[config.mk]
export PLATFORM = sky130hd
export DESIGN_NAME = drop_oldest_queue_average
export DESIGN_NICKNAME = d
export VERILOG_FILES = /design/src/rtl/dmq_pkg.sv /design/src/rtl/dmq_ram.sv /design/src/rtl/dmq_mean.sv /design/src/rtl/drop_oldest_queue_average.sv
export SDC_FILE = /design/constraint.sdc
export NUM_CORES = 1
export LEC_CHECK = 0
export BUFFER_PORTS_ARGS = -buffer_cell sky130_fd_sc_hd__buf_2
export CAP_MARGIN = 20
export CORE_MARGIN = 5
export CORE_UTILIZATION = 65
export CTS_BUF_LIST = sky130_fd_sc_hd__clkbuf_8
export CTS_CLUSTER_SIZE = 20
export DETAILED_ROUTE_END_ITERATION = 10
export GPL_TIMING_DRIVEN = 0
export PLACE_DENSITY = 0.91
export SLEW_MARGIN = 20
export SYNTH_ARGS = -nofsm -noshare
export SYNTH_HDL_FRONTEND = slang
export SYNTH_SLANG_ARGS = --single-unit
export TNS_END_PERCENT = 50
[constraint.sdc]
create_clock -name aclk -period 8.6 [get_ports aclk]
set_input_delay 2.58 -clock aclk [delete_from_list [all_inputs] [get_ports aclk]]
set_output_delay 2.58 -clock aclk [all_outputs]
set_load 0.05 [all_outputs]
[src/rtl/dmq_pkg.sv]
package dmq_pkg;

    // Queue geometry
    localparam int QUEUE_DEPTH = 5;
    localparam int PTR_W       = (QUEUE_DEPTH > 1) ? $clog2(QUEUE_DEPTH) : 1;
    localparam int CNT_W       = $clog2(QUEUE_DEPTH + 1);
    localparam int SLOT_W      = PTR_W + 1;

    // Record fields
    localparam int ID_W    = 14;
    localparam int HGT_W   = 8;
    localparam int ENTRY_W = ID_W + HGT_W;
    localparam int OCC_W   = 3;

    // Sum of all queued heights
    localparam int SUM_W = $clog2(255 * QUEUE_DEPTH + 1);

    // Mean by reciprocal multiply: floor(m * RECIP(c) >> RECIP_SHIFT) == floor(m / c)
    localparam int RECIP_W     = 17;
    localparam int RECIP_SHIFT = 16;
    localparam int NUM_W       = SUM_W + 1;
    localparam int PROD_W      = NUM_W + RECIP_W;

    // Request codes
    localparam logic REQ_INSERT = 1'b0;
    localparam logic REQ_REMOVE = 1'b1;

    // Result status codes
    localparam logic [1:0] ST_INSERT = 2'd0;
    localparam logic [1:0] ST_REMOVE = 2'd1;
    localparam logic [1:0] ST_EMPTY  = 2'd2;

    typedef logic [PTR_W-1:0]   ptr_t;
    typedef logic [CNT_W-1:0]   cnt_t;
    typedef logic [SUM_W-1:0]   sum_t;
    typedef logic [ENTRY_W-1:0] entry_t;

    // Request from the controller to the mean unit
    typedef struct packed {
        logic start;
        sum_t sum;
        cnt_t count;
    } mean_req_t;

    // ceil(2^16 / c) for counts 1..16; exact for every numerator the queue produces
    function automatic logic [RECIP_W-1:0] recip_of(input logic [4:0] c);
        logic [RECIP_W-1:0] r;
        case (c)
            5'd1:    r = 17'd65536;
            5'd2:    r = 17'd32768;
            5'd3:    r = 17'd21846;
            5'd4:    r = 17'd16384;
            5'd5:    r = 17'd13108;
            5'd6:    r = 17'd10923;
            5'd7:    r = 17'd9363;
            5'd8:    r = 17'd8192;
            5'd9:    r = 17'd7282;
            5'd10:   r = 17'd6554;
            5'd11:   r = 17'd5958;
            5'd12:   r = 17'd5462;
            5'd13:   r = 17'd5042;
            5'd14:   r = 17'd4682;
            5'd15:   r = 17'd4370;
            5'd16:   r = 17'd4096;
            default: r = '0;
        endcase
        return r;
    endfunction

endpackage

[src/rtl/dmq_ram.sv]
module dmq_ram #(
    parameter int DEPTH  = 5,
    parameter int WIDTH  = 22,
    parameter int ADDR_W = 3
) (
    input  logic              aclk,
    input  logic              wr_en,
    input  logic [ADDR_W-1:0] wr_addr,
    input  logic [WIDTH-1:0]  wr_data,
    input  logic              rd_en,
    input  logic [ADDR_W-1:0] rd_addr,
    output logic [WIDTH-1:0]  rd_data
);

    logic [WIDTH-1:0] mem [DEPTH];
    logic [WIDTH-1:0] rd_data_reg;

    // Write port
    always_ff @(posedge aclk) begin
        if (wr_en) begin
            mem[wr_addr] <= wr_data;
        end
    end

    // Registered read port
    always_ff @(posedge aclk) begin
        if (rd_en) begin
            rd_data_reg <= mem[rd_addr];
        end
    end

    assign rd_data = rd_data_reg;

endmodule

[src/rtl/dmq_mean.sv]
module dmq_mean (
    input  logic              aclk,
    input  dmq_pkg::mean_req_t req,
    output logic [7:0]        mean
);
    import dmq_pkg::*;

    logic [NUM_W-1:0]   num;
    logic [RECIP_W-1:0] recip;
    logic [PROD_W-1:0]  prod_reg;
    logic [PROD_W-1:0]  prod_next;

    // floor((2*sum + c) / (2*c)) == floor((sum + floor(c/2)) / c)
    assign num       = NUM_W'(req.sum) + NUM_W'(req.count >> 1);
    assign recip     = recip_of(5'(req.count));
    assign prod_next = PROD_W'(num) * PROD_W'(recip);

    // Register the product before taking the quotient
    always_ff @(posedge aclk) begin
        if (req.start) begin
            prod_reg <= prod_next;
        end
    end

    assign mean = prod_reg[RECIP_SHIFT +: 8];

endmodule

[src/rtl/drop_oldest_queue_average.sv]
// Bounded record queue of QUEUE_DEPTH entries (identifier and height) with a running
// mean of the queued heights. An insert appends the new record, silently dropping the
// oldest record first if the queue is full, and reports the mean height rounded half
// up; a remove pops the oldest record and reports it, or reports an empty status with
// no change. Records live in a one-port-write, one-port-read memory with a registered
// read port; the oldest pointer, count and height sum live in registers. One request
// is worked at a time. With the output register free, an insert into a non-full
// queue writes, computes the mean and loads the output; an insert into a full queue
// first reads the oldest record; a remove from a non-empty queue reads and loads the
// output, and a remove on an empty queue goes straight to the output load. The next
// request is taken in the cycle after the result is loaded, even while that result
// still waits on m_tready. No clearing pass follows reset.
module drop_oldest_queue_average (
    input  logic        aclk,
    input  logic        aresetn,
    input  logic        s_tvalid,
    output logic        s_tready,
    input  logic [23:0] s_tdata,   // player_id[13:0], player_height[21:14], zero pad
    input  logic        s_tuser,   // req_type[0]
    output logic        m_tvalid,
    input  logic        m_tready,
    output logic [39:0] m_tdata,   // mean_height[7:0], removed_id[21:8],
                                   // removed_height[29:22], occupancy[32:30], zero pad
    output logic [1:0]  m_tuser    // status[1:0]
);
    import dmq_pkg::*;

    localparam logic [1:0] S_IDLE = 2'd0;
    localparam logic [1:0] S_READ = 2'd1;
    localparam logic [1:0] S_MEAN = 2'd2;
    localparam logic [1:0] S_DONE = 2'd3;

    logic [1:0]       state_reg, state_next;
    logic             req_reg, req_next;
    logic [ID_W-1:0]  id_reg, id_next;
    logic [HGT_W-1:0] hgt_reg, hgt_next;
    ptr_t             ptr_reg, ptr_next;
    cnt_t             count_reg, count_next;
    sum_t             sum_reg, sum_next;
    logic [1:0]       res_status_reg, res_status_next;
    logic [ID_W-1:0]  res_id_reg, res_id_next;
    logic [HGT_W-1:0] res_hgt_reg, res_hgt_next;
    logic             m_valid_reg, m_valid_next;
    logic [39:0]      m_data_reg, m_data_next;
    logic [1:0]       m_user_reg, m_user_next;

    logic             s_beat;
    logic             out_free;
    logic             in_req;
    logic [ID_W-1:0]  in_id;
    logic [HGT_W-1:0] in_hgt;
    logic [SLOT_W-1:0] slot_sum;
    ptr_t             tail_slot;
    ptr_t             ptr_inc;
    logic             wr_en;
    ptr_t             wr_addr;
    entry_t           wr_data;
    logic             rd_en;
    entry_t           rd_data;
    logic [ID_W-1:0]  rd_id;
    logic [HGT_W-1:0] rd_hgt;
    mean_req_t        mean_req;
    logic [7:0]       mean;
    logic [7:0]       mean_out;

    assign in_req = s_tuser;
    assign in_id  = s_tdata[ID_W-1:0];
    assign in_hgt = s_tdata[ID_W +: HGT_W];

    assign s_tready = (state_reg == S_IDLE);
    assign s_beat   = s_tvalid && s_tready;
    assign out_free = !m_valid_reg || m_tready;

    // Tail slot and pointer advance, both wrapping at the queue depth
    assign slot_sum  = SLOT_W'(ptr_reg) + SLOT_W'(count_reg);
    assign tail_slot = (slot_sum >= SLOT_W'(QUEUE_DEPTH))
                       ? PTR_W'(slot_sum - SLOT_W'(QUEUE_DEPTH)) : PTR_W'(slot_sum);
    assign ptr_inc   = (ptr_reg == PTR_W'(QUEUE_DEPTH - 1)) ? '0 : ptr_reg + PTR_W'(1);

    assign rd_id  = rd_data[HGT_W +: ID_W];
    assign rd_hgt = rd_data[HGT_W-1:0];

    // Sequence one request: accept, optional oldest read, mean for inserts, output load
    always_comb begin
        state_next      = state_reg;
        req_next        = req_reg;
        id_next         = id_reg;
        hgt_next        = hgt_reg;
        ptr_next        = ptr_reg;
        count_next      = count_reg;
        sum_next        = sum_reg;
        res_status_next = res_status_reg;
        res_id_next     = res_id_reg;
        res_hgt_next    = res_hgt_reg;
        m_valid_next    = m_valid_reg;
        m_data_next     = m_data_reg;
        m_user_next     = m_user_reg;
        wr_en           = 1'b0;
        wr_addr         = tail_slot;
        wr_data         = {in_id, in_hgt};
        rd_en           = 1'b0;

        if (m_valid_reg && m_tready) begin
            m_valid_next = 1'b0;
        end

        case (state_reg)
            S_IDLE: begin
                if (s_beat) begin
                    req_next     = in_req;
                    id_next      = in_id;
                    hgt_next     = in_hgt;
                    res_id_next  = '0;
                    res_hgt_next = '0;
                    if (in_req == REQ_INSERT) begin
                        res_status_next = ST_INSERT;
                        if (count_reg >= CNT_W'(QUEUE_DEPTH)) begin
                            // full: fetch the oldest height before dropping it
                            rd_en      = 1'b1;
                            state_next = S_READ;
                        end else begin
                            wr_en      = 1'b1;
                            count_next = count_reg + CNT_W'(1);
                            sum_next   = sum_reg + SUM_W'(in_hgt);
                            state_next = S_MEAN;
                        end
                    end else if (count_reg == '0) begin
                        res_status_next = ST_EMPTY;
                        state_next      = S_DONE;
                    end else begin
                        res_status_next = ST_REMOVE;
                        rd_en           = 1'b1;
                        state_next      = S_READ;
                    end
                end
            end
            S_READ: begin
                ptr_next = ptr_inc;
                if (req_reg == REQ_INSERT) begin
                    // drop oldest, append new in the freed slot
                    wr_en      = 1'b1;
                    wr_addr    = ptr_reg;
                    wr_data    = {id_reg, hgt_reg};
                    sum_next   = sum_reg - SUM_W'(rd_hgt) + SUM_W'(hgt_reg);
                    state_next = S_MEAN;
                end else begin
                    count_next   = count_reg - CNT_W'(1);
                    sum_next     = sum_reg - SUM_W'(rd_hgt);
                    res_id_next  = rd_id;
                    res_hgt_next = rd_hgt;
                    state_next   = S_DONE;
                end
            end
            S_MEAN: begin
                state_next = S_DONE;
            end
            S_DONE: begin
                if (out_free) begin
                    m_valid_next = 1'b1;
                    m_user_next  = res_status_reg;
                    m_data_next  = {7'd0, OCC_W'(count_reg), res_hgt_reg, res_id_reg,
                                    mean_out};
                    state_next   = S_IDLE;
                end
            end
            default: begin
                state_next = S_IDLE;
            end
        endcase
    end

    assign mean_out = (res_status_reg == ST_INSERT) ? mean : 8'd0;

    // Control state
    always_ff @(posedge aclk) begin
        if (!aresetn) begin
            state_reg   <= S_IDLE;
            ptr_reg     <= '0;
            count_reg   <= '0;
            sum_reg     <= '0;
            m_valid_reg <= 1'b0;
        end else begin
            state_reg   <= state_next;
            ptr_reg     <= ptr_next;
            count_reg   <= count_next;
            sum_reg     <= sum_next;
            m_valid_reg <= m_valid_next;
        end
    end

    // Payload
    always_ff @(posedge aclk) begin
        req_reg        <= req_next;
        id_reg         <= id_next;
        hgt_reg        <= hgt_next;
        res_status_reg <= res_status_next;
        res_id_reg     <= res_id_next;
        res_hgt_reg    <= res_hgt_next;
        m_data_reg     <= m_data_next;
        m_user_reg     <= m_user_next;
    end

    // Reads and writes never meet on one entry: a request writes at most once and
    // the next request's read comes in a later cycle.
    dmq_ram #(
        .DEPTH  (QUEUE_DEPTH),
        .WIDTH  (ENTRY_W),
        .ADDR_W (PTR_W)
    ) u_store (
        .aclk    (aclk),
        .wr_en   (wr_en),
        .wr_addr (wr_addr),
        .wr_data (wr_data),
        .rd_en   (rd_en),
        .rd_addr (ptr_reg),
        .rd_data (rd_data)
    );

    // Mean over the updated sum and count
    assign mean_req.start = (state_reg == S_MEAN);
    assign mean_req.sum   = sum_reg;
    assign mean_req.count = count_reg;

    dmq_mean u_mean (
        .aclk (aclk),
        .req  (mean_req),
        .mean (mean)
    );

    assign m_tvalid = m_valid_reg;
    assign m_tdata  = m_data_reg;
    assign m_tuser  = m_user_reg;

`ifndef SYNTHESIS
    a_count_bound: assert property (@(posedge aclk) disable iff (!aresetn)
        count_reg <= CNT_W'(QUEUE_DEPTH))
        else $error("queue count above depth");

    a_one_at_a_time: assert property (@(posedge aclk) disable iff (!aresetn)
        s_beat |=> !s_tready)
        else $error("second request taken while one is in flight");

    a_empty_remove_keeps: assert property (@(posedge aclk) disable iff (!aresetn)
        (s_beat && in_req == REQ_REMOVE && count_reg == '0) |=>
        (count_reg == $past(count_reg) && ptr_reg == $past(ptr_reg)
         && sum_reg == $past(sum_reg)))
        else $error("empty remove changed queue state");

    a_insert_nonempty: assert property (@(posedge aclk) disable iff (!aresetn)
        (state_reg == S_MEAN) |-> (count_reg != '0))
        else $error("mean computed over an empty queue");
`endif

endmodule
==> results.sh, run 1 <==
export IMPL_outcome="finished clean"
export IMPL_crit_type="flip-flop to flip-flop"
export IMPL_vias=11305
export IMPL_cap_violations=0
export IMPL_skew_ps=22.3
export IMPL_cts_max_level=2
export IMPL_synth_area_um2=16200
export IMPL_tns_ps=0
export IMPL_rsz0062_at_grt="no"
export IMPL_dr_pass1_iters=5
export IMPL_layout_filler_cells=1566
export IMPL_synthArstFlopShare_pct=0
export IMPL_slew_violations=0
export IMPL_antenna_found_initial=1
export IMPL_drt_iter0_markers=1134
export IMPL_grt_use_met2_pct=49.0
export IMPL_wl_per_cell_um=21.7
export IMPL_hpwl_um=30000
export IMPL_p_switching_mw=1.74
export IMPL_post_cts_resized=0
export IMPL_drive_gt1_share_pct=12.9
export IMPL_cts_buffers=38
export IMPL_crit_required_ps=8880
export IMPL_leakage_nw=7.77
export IMPL_endpoint_kind="flip-flop"
export IMPL_pwr_share_seq_pct=40.0
export IMPL_yosysTopAreaCellShare_pct=41.1
export IMPL_synth_cell_types=79
export IMPL_nNetsFinal=1781
export IMPL_met1_usage_pct=36.1
export IMPL_ys_seq_area_share_pct=43.5
export IMPL_syn_area_per_cell_um2=11.6
export IMPL_drt_wl_total_um=40700
export IMPL_switching_share_pct=39.2
export IMPL_met3_usage_pct=6.17
export IMPL_ios=73
export IMPL_p_int_mw=2.69
export IMPL_fin_util_pct=72.8
export IMPL_post_route_period_util_pct=88.6
export IMPL_via_per_inst=6.04
export IMPL_max_vdd_ir_drop_v=0.000274
export IMPL_num_rows=57
export IMPL_place_gp_congestion=1.03
export IMPL_synth_cells=1405
export IMPL_port_buffers=62
export IMPL_hold_class="flip-flop to flip-flop"
export IMPL_synthTopCellsByArea="edfxtp_1 41%, fa_1 18%, ha_1 6.7%"
export IMPL_cp_max_fo=10
export IMPL_cts_tree="done"
export IMPL_synth_edf_count=222
export IMPL_insertedDiodeCount=0
export IMPL_yosys_warnings=0
export IMPL_area_delta_synth_final_pct=9.77
export IMPL_clkTransAtPathRegs_ps=70
export IMPL_clockPowerShare_pct=21.0
export IMPL_grt_pass1_vias=11890
export IMPL_synth_seq_cells=242
export IMPL_finalSetupViolCount=0
export IMPL_grt_ovfl_total=0
export IMPL_antenna_left=0
export IMPL_root_buffer="clkbuf_8"
export IMPL_die_area_um2=28200
export IMPL_cp_start_kind="flip-flop"
export IMPL_relSlewSlack_pct=39.2
export IMPL_cts_hold_buf=0
export IMPL_grt_max_degree=30
export IMPL_clock_sinks=242
export IMPL_hold_viol=0
export IMPL_grt_pass1_wl_um=63500
export IMPL_die_h_um=168
export IMPL_drc=0
export IMPL_min_period_ps=7620
export IMPL_fmax_mhz=131
export IMPL_globalRoute_busiestLayer="met2"
export IMPL_clock_latency_ps=550
export IMPL_ys_flop_type="edfxtp_1"
export IMPL_clk_path_buf_depth=3
export IMPL_power_share_combinational_pct=39.1
export IMPL_arrival_ps=7910
export IMPL_largest_reg_flops=110
export IMPL_worst_pin_slew_ps=908
export IMPL_track_usage_pct=29.1
export IMPL_die_width_um=168
export IMPL_synth_top_area_cell="edfxtp_1"
export IMPL_initial_core_util_pct=66.4
export IMPL_power_density_nw_per_um2=248
export IMPL_postCtsSetupRepairBufs=0
export IMPL_coreArea_um2=24500
-- logic make-up after synthesis --
kind of cell               share of synthesized area [%]
AOI/OAI and AO/OA                                   6.27
xor gates and xnor gates                            3.02
adders and majority gates                           24.7
buffers and inverters                               7.10
DFF                                                 43.5
muxes                                               4.83
other                                             0.0231
and+or+nand+nor                                     10.5
-- power groups by stage --
| stage | Clock, mW | Sequential (mW) | Combinational (mW) |
|---|---|---|---|
| after floorplan | 0 | 1.78 | 1.13 |
| after global placement | 0 | 1.77 | 1.53 |
| after detailed placement | 0 | 1.78 | 1.66 |
| after CTS | 0.939 | 1.76 | 1.69 |
| after global routing | 0.997 | 1.78 | 1.88 |
| final | 0.929 | 1.77 | 1.73 |
-- critical path: stages, from the launching register on --
cell	delay (ps)
dfxtp_1	500
clkbuf_1	330
inv_1	150
ha_1	220
clkbuf_8	160
nor3_1	260
nor2_1	290
a21oi_1	540
nor2_1	130
fa_1	570
inv_1	50
fa_1	480
inv_1	60
fa_1	460
fa_1	530
inv_1	60
fa_1	540
inv_1	50
ha_1	300
and4_1	240
and3_1	210
a22o_1	310
o41ai_1	530
o21ai_0	200
xor2_1	170
-- Yosys cell counts (4+ instances only) --
cell / count
mux2_2: 23
nand2_1: 177
nand3_1: 10
ha_1: 87
inv_1: 246
o21ai_0: 38
fa_1: 146
and3_1: 5
a211o_1: 5
nand4_1: 5
a21oi_1: 35
o21ai_1: 4
clkbuf_1: 29
o21a_1: 7
nor2_1: 96
nor3_1: 19
mux4_2: 22
buf_4: 7
a21o_1: 16
and2_1: 33
a211oi_1: 10
dfxtp_1: 20
buf_2: 4
xor2_1: 17
xnor2_1: 34
nor2b_1: 11
edfxtp_1: 222
buf_1: 4
-- metrics by stage --
stage / instance area [um^2] / total power, mW / instances / setup slack (ps) / hold slack, ps
CTS: 17800 / 4.39 / 1873 / 1070 / 412
detailed placement: 17100 / 3.44 / 1803 / 1120 / 405
finish: 17800 / 4.42 / 1873 / 978 / 417
floorplan: 16300 / 2.92 / 1411 / 2190 / 400
global route: 17800 / 4.65 / 1873 / 713 / 419
global placement: 17000 / 3.30 / 1797 / 1070 / 404
-- per-layer routing --
metal	vias to the layer above	routed length [um]	part of all wire [%]
met5	-	0	0
met4	0	2220	5.5
met3	174	4070	10
met2	756	20000	49
met1	5478	14300	35
li1	4897	-	-
-- final timing paths --
check	startpoint	endpoint	slack (ps)	depth (start not counted)
worst max-delay path	count_reg[1]	u_mean.prod_reg[22]	980	24
worst min-delay path	res_id_reg[7]	m_tdata[15]	420	0
worst max register to register	count_reg[1]	u_mean.prod_reg[22]	980	24
worst min register to register	res_id_reg[7]	m_tdata[15]	420	0
-- layout make-up --
class / instances / area, um^2 / area share [%]
clock inverter: 32 / 189 / 1.06
buffer: 47 / 229 / 1.28
inverter: 246 / 923 / 5.18
timing repair buffer: 68 / 392 / 2.20
multi-input combinational: 876 / 8090 / 45.4
sequential: 242 / 7070 / 39.7
tap: 324 / 405 / 2.27
clock buffer: 38 / 523 / 2.93
-- cell usage in the layout, fill, tap and decap left out, drive strengths merged, types with 7 or more instances in the layout --
cell type / instances
inv: 260
edfxtp: 222
nand2: 179
fa: 146
nor2: 96
ha: 87
buf: 84
clkbuf: 69
o21ai: 43
a21oi: 36
xnor2: 36
and2: 34
mux2: 23
mux4: 22
dfxtp: 20
nor3: 19
xor2: 17
a21o: 16
clkinv: 16
nand3: 11
nor2b: 11
a211oi: 10
o21a: 7
conb: 7
(Power assumes the default switching activity.)
==> run 2: changes to the inputs <==
--- a/config.mk
+++ b/config.mk
@@ -5,6 +5,7 @@
 export SDC_FILE = /design/constraint.sdc
 export NUM_CORES = 1
 export LEC_CHECK = 0
+export ABC_CLOCK_PERIOD_IN_PS = 8600
 export BUFFER_PORTS_ARGS = -buffer_cell sky130_fd_sc_hd__buf_2
 export CAP_MARGIN = 20
 export CORE_MARGIN = 5
@@ -14,6 +15,7 @@
 export DETAILED_ROUTE_END_ITERATION = 10
 export GPL_TIMING_DRIVEN = 0
 export PLACE_DENSITY = 0.91
+export RECOVER_POWER = 25
 export SLEW_MARGIN = 20
 export SYNTH_ARGS = -nofsm -noshare
 export SYNTH_HDL_FRONTEND = slang
==> results.sh, run 2 (synthesis gave the netlist of run 1 again) <==
export IMPL_outcome="finished clean"
export IMPL_drt_iter0_markers=1128
export IMPL_stdcell_area_um2=17800
export IMPL_fin_util_pct=72.7
export IMPL_hold_viol=0
export IMPL_worst_pin_slew_ps=915
export IMPL_root_buffer="clkbuf_8"
export IMPL_clkTransAtPathRegs_ps=70
export IMPL_num_rows=57
export IMPL_cp_start_kind="flip-flop"
export IMPL_reg2reg_slack_ps=990
export IMPL_port_buffers=62
export IMPL_grt_ovfl_total=0
export IMPL_clock_latency_ps=550
export IMPL_r2r_end="u_mean.prod_reg[22]"
export IMPL_leakage_nw=7.69
export IMPL_crit_required_ps=8890
export IMPL_ios=73
export IMPL_multi_input_area_um2=8090
export IMPL_place_gp_congestion=1.03
export IMPL_via_per_inst=6.03
export IMPL_relSlewSlack_pct=39.0
export IMPL_rsz0062_at_grt="no"
export IMPL_hpwl_um=30000
export IMPL_hold_class="flip-flop to flip-flop"
export IMPL_dr_pass1_iters=6
export IMPL_crit_slowest_cell="fa_1"
export IMPL_cpLargestDelayFamily="adder cells"
export IMPL_grt_pass1_wl_um=63500
export IMPL_postPlaceCellArea_um2=17100
export IMPL_wl_per_cell_um=21.8
export IMPL_insertedDiodeCount=0
export IMPL_max_vdd_ir_drop_v=0.000274
export IMPL_grt_max_degree=30
export IMPL_hold_path_end="m_tdata[20]"
export IMPL_track_usage_pct=29.1
export IMPL_cap_violations=0
export IMPL_layout_filler_cells=1573
export IMPL_seqCellArea_um2=7070
export IMPL_placed_cells=1803
export IMPL_die_width_um=168
export IMPL_rr_worst_depth=24
export IMPL_cts_hold_buf=0
export IMPL_min_period_ps=7610
export IMPL_post_route_period_util_pct=88.5
export IMPL_arrival_ps=7910
export IMPL_clk_path_buf_depth=3
export IMPL_hp_start="res_id_reg[12]"
export IMPL_cts_buffers=38
export IMPL_cp_max_fo=10
export IMPL_nNetsFinal=1781
export IMPL_fmax_mhz=131
export IMPL_post_cts_resized=0
export IMPL_drt_wl_total_um=40800
export IMPL_hold_path_depth=0
export IMPL_finalNonFillerCells=1873
export IMPL_finalSetupViolCount=0
export IMPL_initial_core_util_pct=66.4
export IMPL_critPathMaxStageDelay_ps=570
export IMPL_tns_ps=0
export IMPL_crit_type="flip-flop to flip-flop"
export IMPL_path_cells="clkbuf_1 -> inv_1 -> ha_1 -> clkbuf_8 -> nor3_1 -> nor2_1 -> a21oi_1 -> nor2_1 -> fa_1 -> inv_1 -> fa_1 -> inv_1 -> fa_1 -> fa_1 -> inv_1 -> fa_1 -> inv_1 -> ha_1 -> and4_1 -> and3_1 -> a22o_1 -> o41ai_1 -> o21ai_0 -> xor2_1"
export IMPL_cts_max_level=2
export IMPL_antenna_left=0
export IMPL_worstReg2RegStart="count_reg[1]"
export IMPL_skew_ps=21.6
export IMPL_area_delta_synth_final_pct=9.59
export IMPL_die_area_um2=28200
export IMPL_drive_gt1_share_pct=11.0
export IMPL_coreArea_um2=24500
export IMPL_antenna_found_initial=1
export IMPL_final_common_cell="inv_1"
export IMPL_crit_buf_inv=7
export IMPL_power_density_nw_per_um2=249
export IMPL_clock_sinks=242
export IMPL_final_cell_mix="257 x inv_1, 222 x edfxtp_1, 177 x nand2_1, 146 x fa_1, 91 x nor2_1"
export IMPL_cts_tree="done"
export IMPL_total_power_mw=4.42
export IMPL_grt_pass1_vias=11890
export IMPL_slew_violations=0
export IMPL_die_h_um=168
export IMPL_endpoint_kind="flip-flop"
export IMPL_largest_reg_flops=110
export IMPL_drc=0
export IMPL_postCtsSetupRepairBufs=0
export IMPL_vias=11289
run 2: through the flow:
| step | worst slack (ps) | hold slack, ps |
|---|---|---|
| after detailed placement | 1120 | 405 |
| after global placement | 1070 | 404 |
| final | 986 | 414 |
| after CTS | 1070 | 412 |
| after floorplan | 2190 | 400 |
| after global routing | 713 | 419 |
run 2: worst max-delay path by stage:
stage | from | end | slack, ps | cells past startpoint
after floorplan | count_reg[2] | u_mean.prod_reg[22] | 2190 | 21
after global placement | count_reg[2] | u_mean.prod_reg[22] | 1070 | 21
after detailed placement | count_reg[2] | u_mean.prod_reg[22] | 1120 | 19
after CTS | count_reg[2] | u_mean.prod_reg[22] | 1070 | 21
after global routing | count_reg[1] | u_mean.prod_reg[22] | 710 | 25
final | count_reg[1] | u_mean.prod_reg[22] | 990 | 24
run 2: metal layers:
layer,up-vias,track usage (%),share of wire [%]
li1,4899,-,-
met1,5467,36.1,36
met2,748,49.0,49
met3,175,6.17,9.7
met4,0,14.0,5.5
met5,-,0,0
run 2: cell type report:
type / count / share of cell area [%]
sequential: 242 / 39.7
clock buffer: 38 / 2.94
inverter: 246 / 5.19
multi-input combinational: 876 / 45.5
tap: 324 / 2.28
timing repair buffer: 68 / 2.07
clock inverter: 32 / 1.06
buffer: 47 / 1.27
run 2: worst reg2reg max path, delay by kind of cell, from the launching register on:
kind                     cells  cell delay, ps
buffers and inverters        7             870
AO/OA/AOI/OAI                4            1600
adder cells (fa/ha/maj)      7            3100
flip-flops                   1             510
XOR/XNOR                     1             170
AND/OR/NAND/NOR              5            1110
run 2: report_power, final:
part	switching [mW]	internal, mW
logic	1.13	0.589
registers	0.133	1.64
clock network	0.477	0.456
total	1.74	2.68
